### config.mk
export PLATFORM = sky130hd
export DESIGN_NAME = binary_to_english_number_words
export DESIGN_NICKNAME = d
export VERILOG_FILES = /design/src/hw/rtl/bwn_pkg.sv /design/src/hw/rtl/binary_to_english_number_words.sv /design/src/hw/rtl/bwn_conv.sv /design/src/hw/rtl/bwn_fifo.sv /design/src/hw/rtl/bwn_emit.sv
export SDC_FILE = /design/constraint.sdc
export NUM_CORES = 1
export LEC_CHECK = 0
export ABC_AREA = 0
export BUFFER_PORTS_ARGS = -buffer_cell sky130_fd_sc_hd__buf_2
export CAP_MARGIN = 15
export CORE_ASPECT_RATIO = 1.25
export CORE_UTILIZATION = 40
export CTS_BUF_LIST = sky130_fd_sc_hd__clkbuf_2 sky130_fd_sc_hd__clkbuf_4 sky130_fd_sc_hd__clkbuf_8
export CTS_CLUSTER_DIAMETER = 100
export DETAILED_ROUTE_END_ITERATION = 8
export SKIP_LAST_GASP = 1
export SLEW_MARGIN = 20
export SYNTH_ARGS = -nofsm -noshare
export SYNTH_HDL_FRONTEND = slang
export SYNTH_HIERARCHICAL = 1
export SYNTH_SLANG_ARGS = --single-unit
### constraint.sdc
create_clock -name clock -period 7.36 [get_ports clock]
set_input_delay 0.736 -clock clock [delete_from_list [all_inputs] [get_ports clock]]
set_output_delay 0.736 -clock clock [all_outputs]
set_load 0.05 [all_outputs]
### src/hw/rtl/bwn_pkg.sv
`timescale 1ns / 1ps
// ----------------------------------------------------------------------------
// bwn_pkg
// Shared types and constants for the number-to-words block.
// ----------------------------------------------------------------------------
package bwn_pkg;

   localparam int NUM_W      = 31;
   localparam int TOK_W      = 5;
   localparam int DIGITS     = 10;
   // Two input bits are folded into the decimal digits per conversion step.
   localparam int STEPS      = (NUM_W + 1) / 2;
   localparam int STEP_CNT_W = $clog2(STEPS);
   localparam int QUEUE_DEPTH = 2;

   typedef logic [3:0]              digit_type;
   typedef digit_type [DIGITS-1:0]  bcd_type;
   typedef logic [TOK_W-1:0]        token_type;

   localparam token_type TOK_ZERO     = 5'd0;
   localparam token_type TOK_TEN      = 5'd10;
   localparam token_type TOK_TENS_OFS = 5'd18;
   localparam token_type TOK_HUNDRED  = 5'd28;
   localparam token_type TOK_THOUSAND = 5'd29;
   localparam token_type TOK_MILLION  = 5'd30;
   localparam token_type TOK_BILLION  = 5'd31;

endpackage

### src/hw/rtl/binary_to_english_number_words.sv
`timescale 1ns / 1ps
// ----------------------------------------------------------------------------
// binary_to_english_number_words
// Spells a 31-bit unsigned number as a stream of English word tokens.
// ----------------------------------------------------------------------------
// Each accepted number produces between one and sixteen word tokens, one per
// accepted response word, with rsp_last_word set on the final token. Tokens
// are 0 zero, 1-9 one..nine, 10-19 ten..nineteen, 20-27 twenty..ninety,
// 28 hundred, 29 thousand, 30 million and 31 billion; zero reads as the single
// token zero, and an all-zero group emits nothing, scale word included. The
// front end converts a number to decimal two bits per cycle, then hands the
// digits to a two-entry queue; it takes a new number only once it has handed
// off the last one, and it waits while the queue is full. The back end emits
// one token per cycle while rsp_stall is low. Sustained throughput is set by
// the slower of the two. Both ends run concurrently, and the registered
// response stage keeps the input side moving while a token waits on rsp_stall.
// ----------------------------------------------------------------------------
module binary_to_english_number_words import bwn_pkg::*; (
   input  logic             clock,
   input  logic             reset,
   input  logic             req_valid,
   output logic             req_stall,
   input  logic [NUM_W-1:0] req_number_value,
   output logic             rsp_valid,
   input  logic             rsp_stall,
   output token_type        rsp_word_token,
   output logic             rsp_last_word
);

   logic    q_push, q_full, q_pop, q_valid;
   bcd_type conv_digits, head_digits;

   // Front end: decimal conversion.
   bwn_conv u_conv (
      .clock            (clock),
      .reset            (reset),
      .req_valid        (req_valid),
      .req_stall        (req_stall),
      .req_number_value (req_number_value),
      .q_push           (q_push),
      .q_full           (q_full),
      .q_digits         (conv_digits)
   );

   // Decouples conversion from word emission.
   bwn_fifo u_fifo (
      .clock      (clock),
      .reset      (reset),
      .push       (q_push),
      .push_data  (conv_digits),
      .full       (q_full),
      .pop        (q_pop),
      .head_valid (q_valid),
      .head_data  (head_digits)
   );

   // Back end: token sequencing and output register.
   bwn_emit u_emit (
      .clock          (clock),
      .reset          (reset),
      .q_valid        (q_valid),
      .q_digits       (head_digits),
      .q_pop          (q_pop),
      .rsp_valid      (rsp_valid),
      .rsp_stall      (rsp_stall),
      .rsp_word_token (rsp_word_token),
      .rsp_last_word  (rsp_last_word)
   );

endmodule

### src/hw/rtl/bwn_conv.sv
`timescale 1ns / 1ps
// ----------------------------------------------------------------------------
// bwn_conv
// Front end: accepts a number and converts it to ten decimal digits by
// shift-and-add-three, two bits per cycle, then hands the digits to the queue.
// ----------------------------------------------------------------------------
module bwn_conv import bwn_pkg::*; (
   input  logic             clock,
   input  logic             reset,
   input  logic             req_valid,
   output logic             req_stall,
   input  logic [NUM_W-1:0] req_number_value,
   output logic             q_push,
   input  logic             q_full,
   output bcd_type          q_digits
);

   typedef enum logic [2:0] {
      S_IDLE = 3'b001,
      S_RUN  = 3'b010,
      S_DONE = 3'b100
   } state_type;

   state_type              state_ff, state_in;
   logic [STEP_CNT_W-1:0]  cnt_ff, cnt_in;
   bcd_type                bcd_ff, bcd_in;
   logic [2*STEPS-1:0]     bin_ff, bin_in;
   logic                   accept;

   // One bit of shift-and-add-three: correct each digit, then shift in a bit.
   function automatic bcd_type dd_bit(bcd_type b, logic din);
      bcd_type c;
      c = b;
      for (int i = 0; i < DIGITS; i++) begin
         if (c[i] >= 4'd5) begin
            c[i] = c[i] + 4'd3;
         end
      end
      return bcd_type'({c, din});
   endfunction

   assign q_push    = (state_ff == S_DONE) && !q_full;
   assign req_stall = (state_ff == S_RUN) || ((state_ff == S_DONE) && q_full);
   assign accept    = req_valid && !req_stall;
   assign q_digits  = bcd_ff;

   always_comb begin
      state_in = state_ff;
      cnt_in   = cnt_ff;
      bcd_in   = bcd_ff;
      bin_in   = bin_ff;
      unique case (state_ff)
         S_IDLE: begin
            state_in = S_IDLE;
         end
         S_RUN: begin
            bcd_in = dd_bit(dd_bit(bcd_ff, bin_ff[2*STEPS-1]), bin_ff[2*STEPS-2]);
            bin_in = {bin_ff[2*STEPS-3:0], 2'b00};
            cnt_in = cnt_ff + 1'b1;
            if (cnt_ff == STEP_CNT_W'(STEPS - 1)) begin
               state_in = S_DONE;
            end
         end
         S_DONE: begin
            if (q_push) begin
               state_in = S_IDLE;
            end
         end
         default: begin
            state_in = S_IDLE;
         end
      endcase
      if (accept) begin
         state_in = S_RUN;
         cnt_in   = '0;
         bcd_in   = '0;
         bin_in   = (2*STEPS)'(req_number_value);
      end
   end

   always_ff @(posedge clock) begin
      if (reset) begin
         state_ff <= S_IDLE;
         cnt_ff   <= '0;
      end else begin
         state_ff <= state_in;
         cnt_ff   <= cnt_in;
      end
      bcd_ff <= bcd_in;
      bin_ff <= bin_in;
   end

endmodule

### src/hw/rtl/bwn_fifo.sv
`timescale 1ns / 1ps
// ----------------------------------------------------------------------------
// bwn_fifo
// Short queue of converted digit sets between the front and back ends.
// ----------------------------------------------------------------------------
module bwn_fifo import bwn_pkg::*; (
   input  logic    clock,
   input  logic    reset,
   input  logic    push,
   input  bcd_type push_data,
   output logic    full,
   input  logic    pop,
   output logic    head_valid,
   output bcd_type head_data
);

   localparam int PTR_W = $clog2(QUEUE_DEPTH);

   bcd_type               mem_ff [QUEUE_DEPTH];
   logic [PTR_W-1:0]      wr_ptr_ff, wr_ptr_in;
   logic [PTR_W-1:0]      rd_ptr_ff, rd_ptr_in;
   logic [PTR_W:0]        count_ff, count_in;

   assign full       = (count_ff == (PTR_W+1)'(QUEUE_DEPTH));
   assign head_valid = (count_ff != '0);
   assign head_data  = mem_ff[rd_ptr_ff];

   always_comb begin
      wr_ptr_in = wr_ptr_ff;
      rd_ptr_in = rd_ptr_ff;
      count_in  = count_ff;
      if (push) begin
         wr_ptr_in = (wr_ptr_ff == PTR_W'(QUEUE_DEPTH - 1)) ? '0 : wr_ptr_ff + 1'b1;
      end
      if (pop) begin
         rd_ptr_in = (rd_ptr_ff == PTR_W'(QUEUE_DEPTH - 1)) ? '0 : rd_ptr_ff + 1'b1;
      end
      if (push && !pop) begin
         count_in = count_ff + 1'b1;
      end else if (pop && !push) begin
         count_in = count_ff - 1'b1;
      end
   end

   always_ff @(posedge clock) begin
      if (reset) begin
         wr_ptr_ff <= '0;
         rd_ptr_ff <= '0;
         count_ff  <= '0;
      end else begin
         wr_ptr_ff <= wr_ptr_in;
         rd_ptr_ff <= rd_ptr_in;
         count_ff  <= count_in;
      end
      if (push) begin
         mem_ff[wr_ptr_ff] <= push_data;
      end
   end

endmodule

### src/hw/rtl/bwn_emit.sv
`timescale 1ns / 1ps
// ----------------------------------------------------------------------------
// bwn_emit
// Back end: turns one set of decimal digits into its word tokens, one per
// cycle while the output is not stalled, through a registered output stage.
// ----------------------------------------------------------------------------
module bwn_emit import bwn_pkg::*; (
   input  logic      clock,
   input  logic      reset,
   input  logic      q_valid,
   input  bcd_type   q_digits,
   output logic      q_pop,
   output logic      rsp_valid,
   input  logic      rsp_stall,
   output token_type rsp_word_token,
   output logic      rsp_last_word
);

   // Four groups (billions, millions, thousands, units) of five word slots:
   // hundreds digit, hundred, tens or teen, ones, scale. One extra slot for
   // the lone word zero.
   localparam int GROUPS = 4;
   localparam int GSLOTS = 5;
   localparam int SLOTS  = GROUPS * GSLOTS + 1;

   typedef token_type [SLOTS-1:0] slot_tok_type;

   function automatic logic [SLOTS-1:0] slot_mask(bcd_type d);
      logic [SLOTS-1:0] m;
      digit_type h, t, u;
      m = '0;
      for (int g = 0; g < GROUPS; g++) begin
         if (g == 0) begin
            h = '0;
            t = '0;
            u = d[DIGITS-1];
         end else begin
            h = d[11 - 3*g];
            t = d[10 - 3*g];
            u = d[9 - 3*g];
         end
         m[g*GSLOTS + 0] = (h != '0);
         m[g*GSLOTS + 1] = (h != '0);
         m[g*GSLOTS + 2] = (t != '0);
         m[g*GSLOTS + 3] = (u != '0) && (t != 4'd1);
         m[g*GSLOTS + 4] = ((h | t | u) != '0) && (g != GROUPS - 1);
      end
      m[SLOTS-1] = (d == '0);
      return m;
   endfunction

   function automatic slot_tok_type slot_tokens(bcd_type d);
      slot_tok_type s;
      digit_type h, t, u;
      for (int g = 0; g < GROUPS; g++) begin
         if (g == 0) begin
            h = '0;
            t = '0;
            u = d[DIGITS-1];
         end else begin
            h = d[11 - 3*g];
            t = d[10 - 3*g];
            u = d[9 - 3*g];
         end
         s[g*GSLOTS + 0] = {1'b0, h};
         s[g*GSLOTS + 1] = TOK_HUNDRED;
         s[g*GSLOTS + 2] = (t == 4'd1) ? TOK_TEN + {1'b0, u} : TOK_TENS_OFS + {1'b0, t};
         s[g*GSLOTS + 3] = {1'b0, u};
         case (g)
            0:       s[g*GSLOTS + 4] = TOK_BILLION;
            1:       s[g*GSLOTS + 4] = TOK_MILLION;
            2:       s[g*GSLOTS + 4] = TOK_THOUSAND;
            default: s[g*GSLOTS + 4] = TOK_ZERO;
         endcase
      end
      s[SLOTS-1] = TOK_ZERO;
      return s;
   endfunction

   bcd_type          digits_ff, digits_in;
   logic [SLOTS-1:0] rem_ff, rem_in;
   logic             out_valid_ff, out_valid_in;
   token_type        tok_ff, tok_in;
   logic             last_ff, last_in;

   logic [SLOTS-1:0] pick, rem_after;
   slot_tok_type     toks;
   token_type        tok_sel;
   logic             adv, have, emit, load;

   assign adv       = !out_valid_ff || !rsp_stall;
   assign have      = (rem_ff != '0);
   assign emit      = have && adv;
   assign pick      = rem_ff & (~rem_ff + 1'b1);
   assign rem_after = rem_ff & ~pick;
   assign load      = q_valid && (!have || (emit && (rem_after == '0)));
   assign q_pop     = load;
   assign toks      = slot_tokens(digits_ff);

   always_comb begin
      tok_sel = '0;
      for (int i = 0; i < SLOTS; i++) begin
         if (pick[i]) begin
            tok_sel = tok_sel | toks[i];
         end
      end
   end

   always_comb begin
      digits_in    = digits_ff;
      rem_in       = rem_ff;
      out_valid_in = out_valid_ff;
      tok_in       = tok_ff;
      last_in      = last_ff;
      if (emit) begin
         rem_in       = rem_after;
         out_valid_in = 1'b1;
         tok_in       = tok_sel;
         last_in      = (rem_after == '0);
      end else if (adv) begin
         out_valid_in = 1'b0;
      end
      if (load) begin
         digits_in = q_digits;
         rem_in    = slot_mask(q_digits);
      end
   end

   always_ff @(posedge clock) begin
      if (reset) begin
         rem_ff       <= '0;
         out_valid_ff <= 1'b0;
      end else begin
         rem_ff       <= rem_in;
         out_valid_ff <= out_valid_in;
      end
      digits_ff <= digits_in;
      tok_ff    <= tok_in;
      last_ff   <= last_in;
   end

   assign rsp_valid      = out_valid_ff;
   assign rsp_word_token = tok_ff;
   assign rsp_last_word  = last_ff;

endmodule

Word level (Yosys, flattened, before mapping)
Memory sizes are Yosys's and may differ from the RTL's. A register that Yosys moved wholly into a read port is not among the register bits.
Cells that the tools add are included.
- output and inout bits: 8
- memories kept: 1
- word-level logic and storage cells: 249
- RAM bits: 80
- register bits after elaboration: 151
- input bits: 35
- $lt $le $gt $ge: 20
- equality and inequality tests: 15
- $add $sub $neg: 32
- reductions and logical operators: 48
- muxes and demuxes: 80
- bitwise gates (word level): 20
- memories (name ; words ; width ; read ports ; clocked after Yosys merged registers in ; write ports ; line ; source):
    u_fifo.mem_ff ; 2 ; 40 ; 1 ; 1 ; 1 ; bwn_fifo.sv:19 ; bcd_type mem_ff [QUEUE_DEPTH];
- operators by type and width (operator ; count):
    4-bit 2-to-1 mux ; 38
    5-bit 2-to-1 mux ; 21
    4-bit by 3-bit greater-or-equal comparator with 1-bit output, second input constant ; 20
    4-bit by 2-bit adder with 4-bit output, second input constant ; 18
    31-bit 2-to-1 mux ; 2
    4-bit nonzero test ; 14
    21-bit AND ; 2
    21-bit 2-to-1 mux ; 2
    21-bit NOT ; 2
    40-bit zero test ; 1
    5-bit by 4-bit OR with 5-bit output ; 7
    4-bit OR ; 6
    21-bit by 1-bit adder with 21-bit output, second input constant ; 1
    21-bit zero test ; 1
    21-bit nonzero test ; 1
    4-bit by 1-bit inequality test with 1-bit output, second input constant ; 4
    4-bit by 4-bit adder with 5-bit output, first input constant ; 3
    5-bit by 4-bit adder with 5-bit output, first input constant ; 3
    3-bit 2-to-1 mux ; 5
    5-bit OR ; 3
    4-bit by 1-bit == test with 1-bit output, second input constant ; 3
    1-bit logical AND ; 12
    2-bit nonzero test ; 5
    1-bit 2-to-1 mux ; 8
    19 further kinds ; 33

Longest topological paths before layout
Gate-level depths: netlist of the first run.
- depth in word-level cells: 31
- mapped depth: 14
- mapped depth without buffers: 12

Hierarchy
The synthesis of the first run kept the hierarchy.
- modules (own cells, without submodules) (module ; cells each ; sequential area each (µm²) ; times used ; area each (µm²)):
    bwn_conv ; 559 ; 1891.8 ; 1 ; 4690.7
    bwn_emit ; 313 ; 1801.7 ; 1 ; 3418.3
    bwn_fifo ; 146 ; 2502.4 ; 1 ; 3083.0

Least setup slack after synthesis of the first run
No wires, ideal clock.
- path kind: flip-flop to flip-flop
- start point: reg u_emit.rem_ff[4]
- end point: reg u_fifo.count_ff[1]
- library setup time: 0.070 ns
- data required time: 7.290 ns
- buffers on the path: 2
- cell stages (with the launch flop): 14
- arrival time: 4.916 ns
- slack: 2.374 ns
- period minus slack after synthesis: 4.986 ns
- cell sequence: dfxtp_1 -> clkbuf_1 -> or4_1 -> buf_2 -> nor4_4 -> nand2b_1 -> a2bb2oi_2 -> nor3_4 -> nand3_1 -> a21boi_1 -> inv_1 -> ha_1 -> or3_1 -> a21oi_1
- longest elaborated chain between the ends: 12
- elaborated cells on any way between the ends: 17
- classes of those cells: 1 x add/sub; 1 x mux; 4 x bitwise; 11 x reduce/logical
- ends and longest elaborated chain (what ; line ; source):
    start, declared ; bwn_emit.sv:81 ; logic [SLOTS-1:0] rem_ff, rem_in;
    start signal, assigned ; bwn_emit.sv:134 ; rem_ff <= rem_in;
    21-bit NOT ; bwn_emit.sv:94 ; assign pick = rem_ff & (~rem_ff + 1'b1);
    21-bit by 1-bit adder with 21-bit output ; bwn_emit.sv:94 ;
    21-bit AND ; bwn_emit.sv:94 ;
    21-bit NOT ; bwn_emit.sv:95 ; assign rem_after = rem_ff & ~pick;
    21-bit AND ; bwn_emit.sv:95 ;
    21-bit zero test ; bwn_emit.sv:96 ; assign load = q_valid && (!have || (emit && (rem_after == '0)));
    1-bit logical AND ; bwn_emit.sv:96 ;
    1-bit logical OR * ; bwn_emit.sv:96 ;
    1-bit logical AND * ; bwn_emit.sv:96 ;
    named net q_pop ; binary_to_english_number_words.sv:30 ; logic q_push, q_full, q_pop, q_valid;
    1-bit zero test ; bwn_fifo.sv:38 ; if (push && !pop) begin
    1-bit logical AND ; bwn_fifo.sv:38 ;
    2-bit 2-to-1 mux / 2-bit nonzero test (equally long branches) ; - ;
    end signal, assigned ; bwn_fifo.sv:53 ; count_ff <= count_in;
    end, declared ; bwn_fifo.sv:22 ; logic [PTR_W:0] count_ff, count_in;
Mark *: on every way through the listed nets, which the timed path passes. The rest lies on a longest branch.
A chain may end at the register's enable or synchronous reset.

Worst setup path after layout of the first run
- start point: reg u_emit.rem_ff[3]
- end point: reg u_fifo.count_ff[1]
Same word-level chain as after synthesis.

==> results.md, run 1 <==
- Clk sink count: 231
- Top_reg_cell synth: edfxtp_1
- PortBufs: 42
- Post-DP HPWL: 15900 µm
- Post-Syn Nets: 1083
- Main combinational cell family by area after synthesis: simple AND/OR/NAND/NOR gates
- Boundary pin count: 43
- Count leader, synth: edfxtp_1
- Starting Density: 0.406
- Kind of critical path: flip-flop to flip-flop
- Post CTS Setup Buffer Count: 0
- Pwr Total: 3.68 mW
- H-tree lvl count: 2
- Cts repair resizes: 0
- Average size of a mapped cell: 11.0 µm²
- Initial antenna violation count: 0
- GRT Util Overall: 0.170
- Final WL: 23800 µm
- Clock latency on the worst-skew pair: 540 ps
- Commonest cells in the netlist: edfxtp_1, nand2_1, dfxtp_1
- Clk slew on worst S/H paths: 60 ps
- Max VDD drop: 137 µV
- Setup Skew: 34.1 ps
- Slew Viols, Final: 0
- P per Cell Area: 292 mW/mm²
- Residual DRC: 0
- MaxCap Viol Count: 0
- # hold bufs at CTS: 0
- Seq/Total Area, Yosys: 0.554
- Cell count after synthesis: 1018
- Yosys warning total: 6
- Worst Path Required: 7810 ps
- Row count: 68
- Top-area cell type share of the netlist area: 0.421
- CTS root buffer: clkbuf_8
- Outcome: finished, final reports clean
- Post-synth cell types: 75
- Vias per inst: 5.47
- Synth Area in Simple Gates: 0.159
- Fin crit share: 0.529
- CP arrival: 4340 ps
- CTS tree: yes
- CP endpoint kind: flip-flop
- Yosys reg bits: 231
- Leakage: 4.55 nW
- Worst slew pin tran: 1020 ps
- GPL Wtd Cong: 0.927
- Vias post-DR: 7938
- Synth area leaders: edfxtp_1, dfxtp_1, mux2_2
- Async set-reset flop share out of synthesis: 0
- CTS Buf Count: 40
- Final Hold Fails: 0
- Minimum clock period: 3890 ps
- Global-route wire length before repair: 38600 µm
- Mux cell area share after synthesis: 0.0648
- Antenna Violating Nets Remaining: 0
- DRT Pass-1 Iters: 5
- Die H: 189 µm
- # diodes: 0
- DR iter-0 viols: 487
- TNS Setup: 0 ps
- Achievable Freq: 257 MHz
- Yosys top cell by area: edfxtp_1
- Layout cells sized above 1: 0.186
- Grt total ovfl: 0
- XOR/XNOR Fraction of Synth Area: 0.0243
- Setup Viol. Count Final: 0
- Drt wl/cell: 16.4 µm
- Layout area overhead: 12.7%
- Startpoint Class: flip-flop
- Fin nets: 1134
- Full die area: 0.0287 mm²
- Worst min path class: input pin to flip-flop
- Vias in the first global route: 7581
- Post-Synth Adder-Cell Area: 0.0354
- Max Root-Sink Buffers: 3
- Post-synth EDFFs: 157
- Maximum fanout along the worst path: 42
- RSZ-0062 raised after global routing: false
- Die width: 152 µm
- Netlist Area Pre-Place: 0.0112 mm²
- Compound-Gate Fraction of Synth Area: 0.136
- Max-slew headroom: 0.319
- Core area: 0.0276 mm²
- Largest net degree at the start of global routing: 64
critical path, cell delays in order, from the launching register on:
cell and delay, ps:
dfxtp_1 460, nor4_4 430, nand2_1 290, nor2_1 470, a2bb2oi_1 190, nor3_4 240, nand3_1 150, a21boi_4 170
buf_4 460, inv_1 100, ha_1 340, or3_1 350, a21oi_1 150
worst paths after layout:
path,startpoint,to,slack [ps],cells past startpoint
worst min register to register,u_conv/bin_ff[30],u_conv/q_digits[0],500,2
worst min-delay path,req_number_value[16],u_conv/bin_ff[16],450,3
worst max register to register,u_emit/rem_ff[3],u_fifo/count_ff[1],3470,12
worst max-delay path,u_emit/rem_ff[3],u_fifo/count_ff[1],3470,12
through the flow:
step / std cells / util / worst slack, ps / area, µm² / hold slack, ps
finish: 1450 / 0.458 / 3470 / 12600 / 454
global route: 1450 / 0.458 / 3110 / 12600 / 437
CTS: 1450 / 0.457 / 3500 / 12600 / 408
detailed placement: 1377 / 0.426 / 3510 / 11800 / 486
global placement: 1377 / 0.426 / 3570 / 11800 / 480
floorplan: 1018 / - / 2370 / 11200 / 442
state kept, by name, summed over array words and instances, names as in the netlist, 3 cells and up, named ones only:
name and count:
u_conv/state_ff 3, u_conv/bin_ff 32, u_emit/rem_ff 20, u_fifo/mem_ff 80, u_emit/rsp_word_token 5, u_conv/cnt_ff 4
u_emit/digits_ff 40, u_conv/q_digits 40
final cells by class:
class / count / area (µm²)
Clock buffer: 57 / 691
Clock inverter: 16 / 166
Fill cell: 2590 / 15000
Inverter: 34 / 128
Multi-Input combinational cell: 714 / 4740
Sequential cell: 231 / 6200
Tap cell: 350 / 438
Timing Repair Buffer: 48 / 255
where the power goes:
part | internal [mW] | total, mW | switching (mW)
combinational | 0.254 | 0.739 | 0.485
sequential | 1.58 | 1.71 | 0.127
clock | 0.717 | 1.24 | 0.522
logic make-up after synthesis:
| family | Yosys count |
|---|---|
| mux | 66 |
| compound gates | 237 |
| fa+ha+maj | 32 |
| simple gates | 348 |
| flops | 231 |
| xor+xnor | 31 |
| buf+inv | 73 |
layout by cell type (no fill, tap or decap), types with 15 or more instances in the layout:
cell type  synthesis  routed
edfxtp_1         157     157
nand2_1          141     141
dfxtp_1           74      74
a21oi_1           63      63
mux2_2            52      52
o21ai_0           50      50
clkbuf_8           0      42
buf_2             11      42
nor2_1            41      40
inv_1             33      32
nand3_1           32      32
ha_1              30      30
nor3_1            23      23
xnor2_1           22      22
nor4_1            20      20
a31oi_1           18      18
clkbuf_4           0      15
per-layer routing:
metal,share of wire,GRT usage
met5,0,0
met4,0.034,0.0784
met3,0.036,0.0299
met2,0.48,0.281
met1,0.45,0.215
(Power assumes the default switching activity.)
==> run 2, diff against run 1 <==
==> constraint.sdc (replaced) <==
create_clock -name clock -period 3.3 [get_ports clock]
set_input_delay 0.33 -clock clock [delete_from_list [all_inputs] [get_ports clock]]
set_output_delay 0.33 -clock clock [all_outputs]
set_load 0.05 [all_outputs]
==> run 2 against run 1 <==
Compared with the run above: register-to-register slack got worse by 3200 ps; sequential cell count stayed put; count of clock-buffer cells in the layout fell by 7; global-route usage about the same; clock power grew 120%; critical path depth is the same; non-clock buffer count grew 18.
==> results.md, run 2 (synthesis results as in run 1) <==
- Global-route wire length before repair: 38700 µm
- CTS root buffer: clkbuf_8
- Critical R2R Capture: u_fifo/count_ff[1]
- Setup Viol. Count Final: 0
- Vias per inst: 5.45
- R2R depth: 12
- Layout cells sized above 1: 0.202
- Final Hold Fails: 0
- Worst slack, placed: 281 ps
- Worst min path class: input pin to flip-flop
- Startpoint Class: flip-flop
- Clock latency on the worst-skew pair: 530 ps
- Post CTS Setup Buffer Count: 0
- Minimum clock period: 3050 ps
- Achievable Freq: 328 MHz
- Fin nets: 1151
- DR iter-0 viols: 479
- Drt wl/cell: 16.2 µm
- Fin worst setup slack: 251 ps
- Maximum fanout along the worst path: 8
- Highest-count cells in the layout ignoring fill and taps: edfxtp_1, nand2_1, dfxtp_1
- Row count: 68
- RSZ-0062 raised after global routing: true
- CTS Buf Count: 39
- Pwr Total: 8.26 mW
- Number of flip-flops in the largest register: 80
- Reg2reg setup slack: 250 ps
- P per Cell Area: 646 mW/mm²
- Outcome: finished, final reports clean
- Kind of critical path: flip-flop to flip-flop
- Starting Density: 0.406
- Hold Crit Depth: 2
- Die H: 189 µm
- Slew Viols, Final: 0
- Max Root-Sink Buffers: 3
- Max-slew headroom: 0.358
- Worst min-delay path startpoint: req_valid
- MaxCap Viol Count: 0
- GRT Util Overall: 0.170
- Commonest non-fill, non-tap cell in the layout: edfxtp_1
- Biggest register: u_fifo/mem_ff
- TNS Setup: 0 ps
- Setup Skew: 23.3 ps
- Initial antenna violation count: 0
- Post-DP HPWL: 16100 µm
- # diodes: 0
- Clk sink count: 231
- Vias post-DR: 7989
- FF+latch area: 0.00620 mm²
- Fin crit share: 0.924
- Cts repair resizes: 0
- Layout area overhead: 14.3%
- Residual DRC: 0
- GPL Wtd Cong: 0.880
- Area occupied by multi-input gates: 0.00476 mm²
- Placed Area: 0.0119 mm²
- Antenna Violating Nets Remaining: 0
- Grt total ovfl: 0
- Final WL: 23700 µm
- CP endpoint kind: flip-flop
- Final Instance Area: 0.0128 mm²
- Filler Cells Inserted: 2580
- Worst Path Required: 3760 ps
- H-tree lvl count: 2
- Core area: 0.0276 mm²
- Leakage: 4.66 nW
- Clk slew on worst S/H paths: 60 ps
- Worst reg2reg path startpoint: u_emit/rem_ff[1]
- CP arrival: 3510 ps
- Max VDD drop: 297 µV
- Util after Layout: 0.464
- Largest net degree at the start of global routing: 49
- Die width: 152 µm
- PortBufs: 42
- Worst slew pin tran: 963 ps
- Min-Delay Endpoint: u_conv/state_ff[0]
- Boundary pin count: 43
- Full die area: 0.0287 mm²
- Vias in the first global route: 7688
- CTS tree: yes
- DRT Pass-1 Iters: 5
- # hold bufs at CTS: 0
run 2: per-stage QoR:
| stage | hold slack (ps) | std cells |
|---|---|---|
| after CTS | 16.5 | 1467 |
| after global placement | 457 | 1395 |
| after global routing | 26.6 | 1467 |
| after floorplan | 397 | 1018 |
| final | 54.5 | 1467 |
| after detailed placement | 470 | 1395 |
run 2: routing by layer:
metal  wire length (µm)  GRT usage  up-vias
met4                748     0.0689        0
met3                940     0.0301       49
met2              11500      0.280      157
li1                   -          -     3972
met1              10600      0.219     3811
met5                  0          0        -
run 2: area by class of cell:
class | instances | area share
multi-input cells | 714 | 0.372
clock buffers | 50 | 0.0513
inverters | 34 | 0.00998
well taps | 350 | 0.0342
clock inverters | 22 | 0.0148
repair buffers | 66 | 0.0328
flip-flops and latches | 231 | 0.485
run 2: how the worst max path moves through the flow:
stage                                start                   end  slack (ps)  cells past startpoint
after floorplan           u_emit/rem_ff[2]    u_fifo/count_ff[1]        -210                     13
after global placement    u_emit/rem_ff[1]    u_fifo/count_ff[1]         320                     12
after detailed placement  u_emit/rem_ff[1]    u_fifo/count_ff[1]         280                     12
after CTS                 u_emit/rem_ff[1]  u_emit/digits_ff[24]         250                      8
after global routing      u_emit/rem_ff[1]    u_fifo/count_ff[1]          -8                     12
final                     u_emit/rem_ff[1]    u_fifo/count_ff[1]         250                     12
run 2: worst max-delay path, cell delays in order (launching register included):
cell       delay, ps
dfxtp_2          360
nor4_4           430
nand4_1          240
a2111oi_0        470
o21ai_1          170
nor2_1           170
nand3_2          120
a21boi_4         200
inv_2             60
ha_4             150
xor2_1           140
or3_1            310
a21oi_1          140
run 2: report_power, final:
part	switching [mW]	internal (mW)
Sequential	0.255	3.52
Combinational	1.12	0.644
Clock	1.17	1.56
Total	2.54	5.72
==> run 3, diff against run 2 <==
--- a/config.mk
+++ b/config.mk
@@ -8,11 +8,14 @@
 export ABC_AREA = 0
 export BUFFER_PORTS_ARGS = -buffer_cell sky130_fd_sc_hd__buf_2
 export CAP_MARGIN = 15
+export CELL_PAD_IN_SITES_DETAIL_PLACEMENT = 2
+export CELL_PAD_IN_SITES_GLOBAL_PLACEMENT = 2
 export CORE_ASPECT_RATIO = 1.25
 export CORE_UTILIZATION = 40
 export CTS_BUF_LIST = sky130_fd_sc_hd__clkbuf_2 sky130_fd_sc_hd__clkbuf_4 sky130_fd_sc_hd__clkbuf_8
 export CTS_CLUSTER_DIAMETER = 100
 export DETAILED_ROUTE_END_ITERATION = 8
+export PLACE_DENSITY_LB_ADDON = 0.1
 export SKIP_LAST_GASP = 1
 export SLEW_MARGIN = 20
 export SYNTH_ARGS = -nofsm -noshare
==> constraint.sdc (replaced) <==
create_clock -name clock -period 3.85 [get_ports clock]
set_input_delay 0.385 -clock clock [delete_from_list [all_inputs] [get_ports clock]]
set_output_delay 0.385 -clock clock [all_outputs]
set_load 0.05 [all_outputs]
==> run 3 against run 2 <==
Compared with the run above: non-clock buffer count shrank 3; die area is the same; largest power group unchanged; cell count is essentially flat; sequential power shrank 13%; count of clock-buffer cells in the layout grew 10; power shrank 12%; clock skew shrank 8.8 ps; utilization shrank 0.13 points.
==> results.md, run 3 (synthesis results as in run 1) <==
- Biggest register: u_fifo/mem_ff
- Setup Skew: 14.5 ps
- Commonest non-fill, non-tap cell in the layout: edfxtp_1
- Worst min path class: input pin to flip-flop
- Delay of the slowest critical-path stage: 730 ps
- # hold bufs at CTS: 0
- Layout area overhead: 14.0%
- Reg2reg setup slack: 450 ps
- H-tree lvl count: 2
- CTS root buffer: clkbuf_8
- Comb power frac: 0.209
- Minimum clock period: 3400 ps
- Full die area: 0.0287 mm²
- Clock latency on the worst-skew pair: 540 ps
- Critical R2R Capture: u_fifo/count_ff[1]
- DR iter-0 viols: 281
- Internal Dissipation: 4.96 mW
- Die width: 152 µm
- Worst slew pin tran: 966 ps
- PortBufs: 42
- Startpoint Class: flip-flop
- R2R depth: 11
- CTS tree: yes
- Highest-count cells in the layout ignoring fill and taps: edfxtp_1, nand2_1, dfxtp_1
- Leakage: 4.65 nW
- Drt wl/cell: 20.9 µm
- CTS Buf Count: 41
- Row count: 68
- Top Family by Delay on Critical Path: simple AND/OR/NAND/NOR gates
- Worst Path Required: 4320 ps
- Fin nets: 1150
- # diodes: 0
- Clk slew on worst S/H paths: 60 ps
- Maximum fanout along the worst path: 8
- CP arrival: 3870 ps
- Post CTS Setup Buffer Count: 0
- Kind of critical path: flip-flop to flip-flop
- Grt total ovfl: 0
- Final WL: 30700 µm
- Max VDD drop: 249 µV
- Critical Path, Cell by Cell: or4_1 > nor4_4 > nand2b_1 > a2bb2oi_2 > nor3_4 > nand3_1 > a21boi_4 > inv_1 > ha_1 > or3_1 > a21oi_1
- P per Cell Area: 567 mW/mm²
- GRT Util Overall: 0.222
- Fin crit share: 0.884
- Max Root-Sink Buffers: 3
- Vias per inst: 5.66
- CP max-delay cell: or4_1
- Crit. path cell count: 11
- Clk pwr share: 0.338
- Cts repair resizes: 0
- Sequential share of power: 0.453
- Final Instance Area: 0.0128 mm²
- Boundary pin count: 43
- Post-DP HPWL: 21300 µm
- Vias post-DR: 8307
- Outcome: finished, final reports clean
- Finished Layout Cells: 1468
- MaxCap Viol Count: 0
- Critical path origin: u_emit/rem_ff[1]
- Global-route wire length before repair: 49700 µm
- Slew Viols, Final: 0
- DRT Pass-1 Iters: 6
- Clk sink count: 231
- Antenna Violating Nets Remaining: 0
- Number of instances in the placed design: 1392
- GPL Wtd Cong: 0.811
- Switching power share of the total: 0.315
- WP buf/inv: 1
- Largest net degree at the start of global routing: 50
- Number of flip-flops in the largest register: 80
- Vias in the first global route: 9194
- Worst setup endpoint: u_fifo/count_ff[1]
- Worst reg2reg path startpoint: u_emit/rem_ff[1]
- Core area: 0.0276 mm²
- TNS Setup: 0 ps
- Setup Viol. Count Final: 0
- Layout cells sized above 1: 0.196
- Placed Area: 0.0119 mm²
- Initial antenna violation count: 0
- RSZ-0062 raised after global routing: false
- CP endpoint kind: flip-flop
- Final Hold Fails: 0
- Die H: 189 µm
- Residual DRC: 0
- Starting Density: 0.406
- Max-slew headroom: 0.356
- Net Sw Power: 2.28 mW
- Achievable Freq: 294 MHz
==> run 3: power by group through the flow <==
| stage | clock [mW] | sequential, mW | combinational [mW] |
|---|---|---|---|
| floorplan | 0 | 3.35 | 0.962 |
| global placement | 0 | 3.31 | 1.46 |
| detailed placement | 0 | 3.33 | 1.51 |
| CTS | 2.52 | 3.28 | 1.53 |
| global route | 2.61 | 3.32 | 1.66 |
| finish | 2.44 | 3.28 | 1.51 |
==> run 3: layout make-up <==
| class | instances | area, µm² |
|---|---|---|
| sequential | 231 | 6200 |
| tap | 350 | 438 |
| multi-input combinational | 714 | 4730 |
| clock buffer | 60 | 769 |
| clock inverter | 16 | 126 |
| fill | 2900 | 14800 |
| inverter | 34 | 128 |
| timing repair buffer | 63 | 368 |
==> run 3: how the worst min path moves through the flow <==
| stage | startpoint | to | cells past startpoint |
|---|---|---|---|
| floorplan | u_conv/q_digits[1] | u_fifo/mem_ff[0][1] | 0 |
| global placement | u_conv/q_digits[9] | u_fifo/mem_ff[0][9] | 0 |
| detailed placement | u_conv/q_digits[37] | u_fifo/mem_ff[0][37] | 0 |
| CTS | req_number_value[10] | u_conv/bin_ff[10] | 3 |
| global route | req_number_value[4] | u_conv/bin_ff[4] | 3 |
| finish | req_number_value[10] | u_conv/bin_ff[10] | 3 |
==> run 3: routing by layer <==
layer / GRT usage / up-vias / wire (µm) / part of all wire
met4: 0.0796 / 0 / 881 / 0.029
met2: 0.396 / 137 / 15900 / 0.52
met1: 0.271 / 4154 / 13100 / 0.43
met3: 0.0308 / 61 / 836 / 0.027
met5: 0 / - / 0 / 0
li1: - / 3955 / - / -
==> run 3: worst reg2reg max path, stage by stage (launching register included) <==
cell       delay [ps]
dfxtp_1           390
or4_1             730
nor4_4            470
nand2b_1          180
a2bb2oi_2          80
nor3_4            240
nand3_1           170
a21boi_4          190
inv_1              60
ha_1              320
or3_1             350
a21oi_1           150
==> run 3: metrics by stage <==
stage | setup WS [ps] | hold slack [ps] | utilization | power (mW)
3_5_place_dp | 469 | 490 | 0.430 | 4.84
2_1_floorplan | 153 | 442 | - | 4.31
3_3_place_gp | 559 | 469 | 0.430 | 4.77
6_report | 448 | 99.7 | 0.463 | 7.24
5_1_grt | 247 | 94.3 | 0.463 | 7.59
4_1_cts | 429 | 71.3 | 0.463 | 7.33
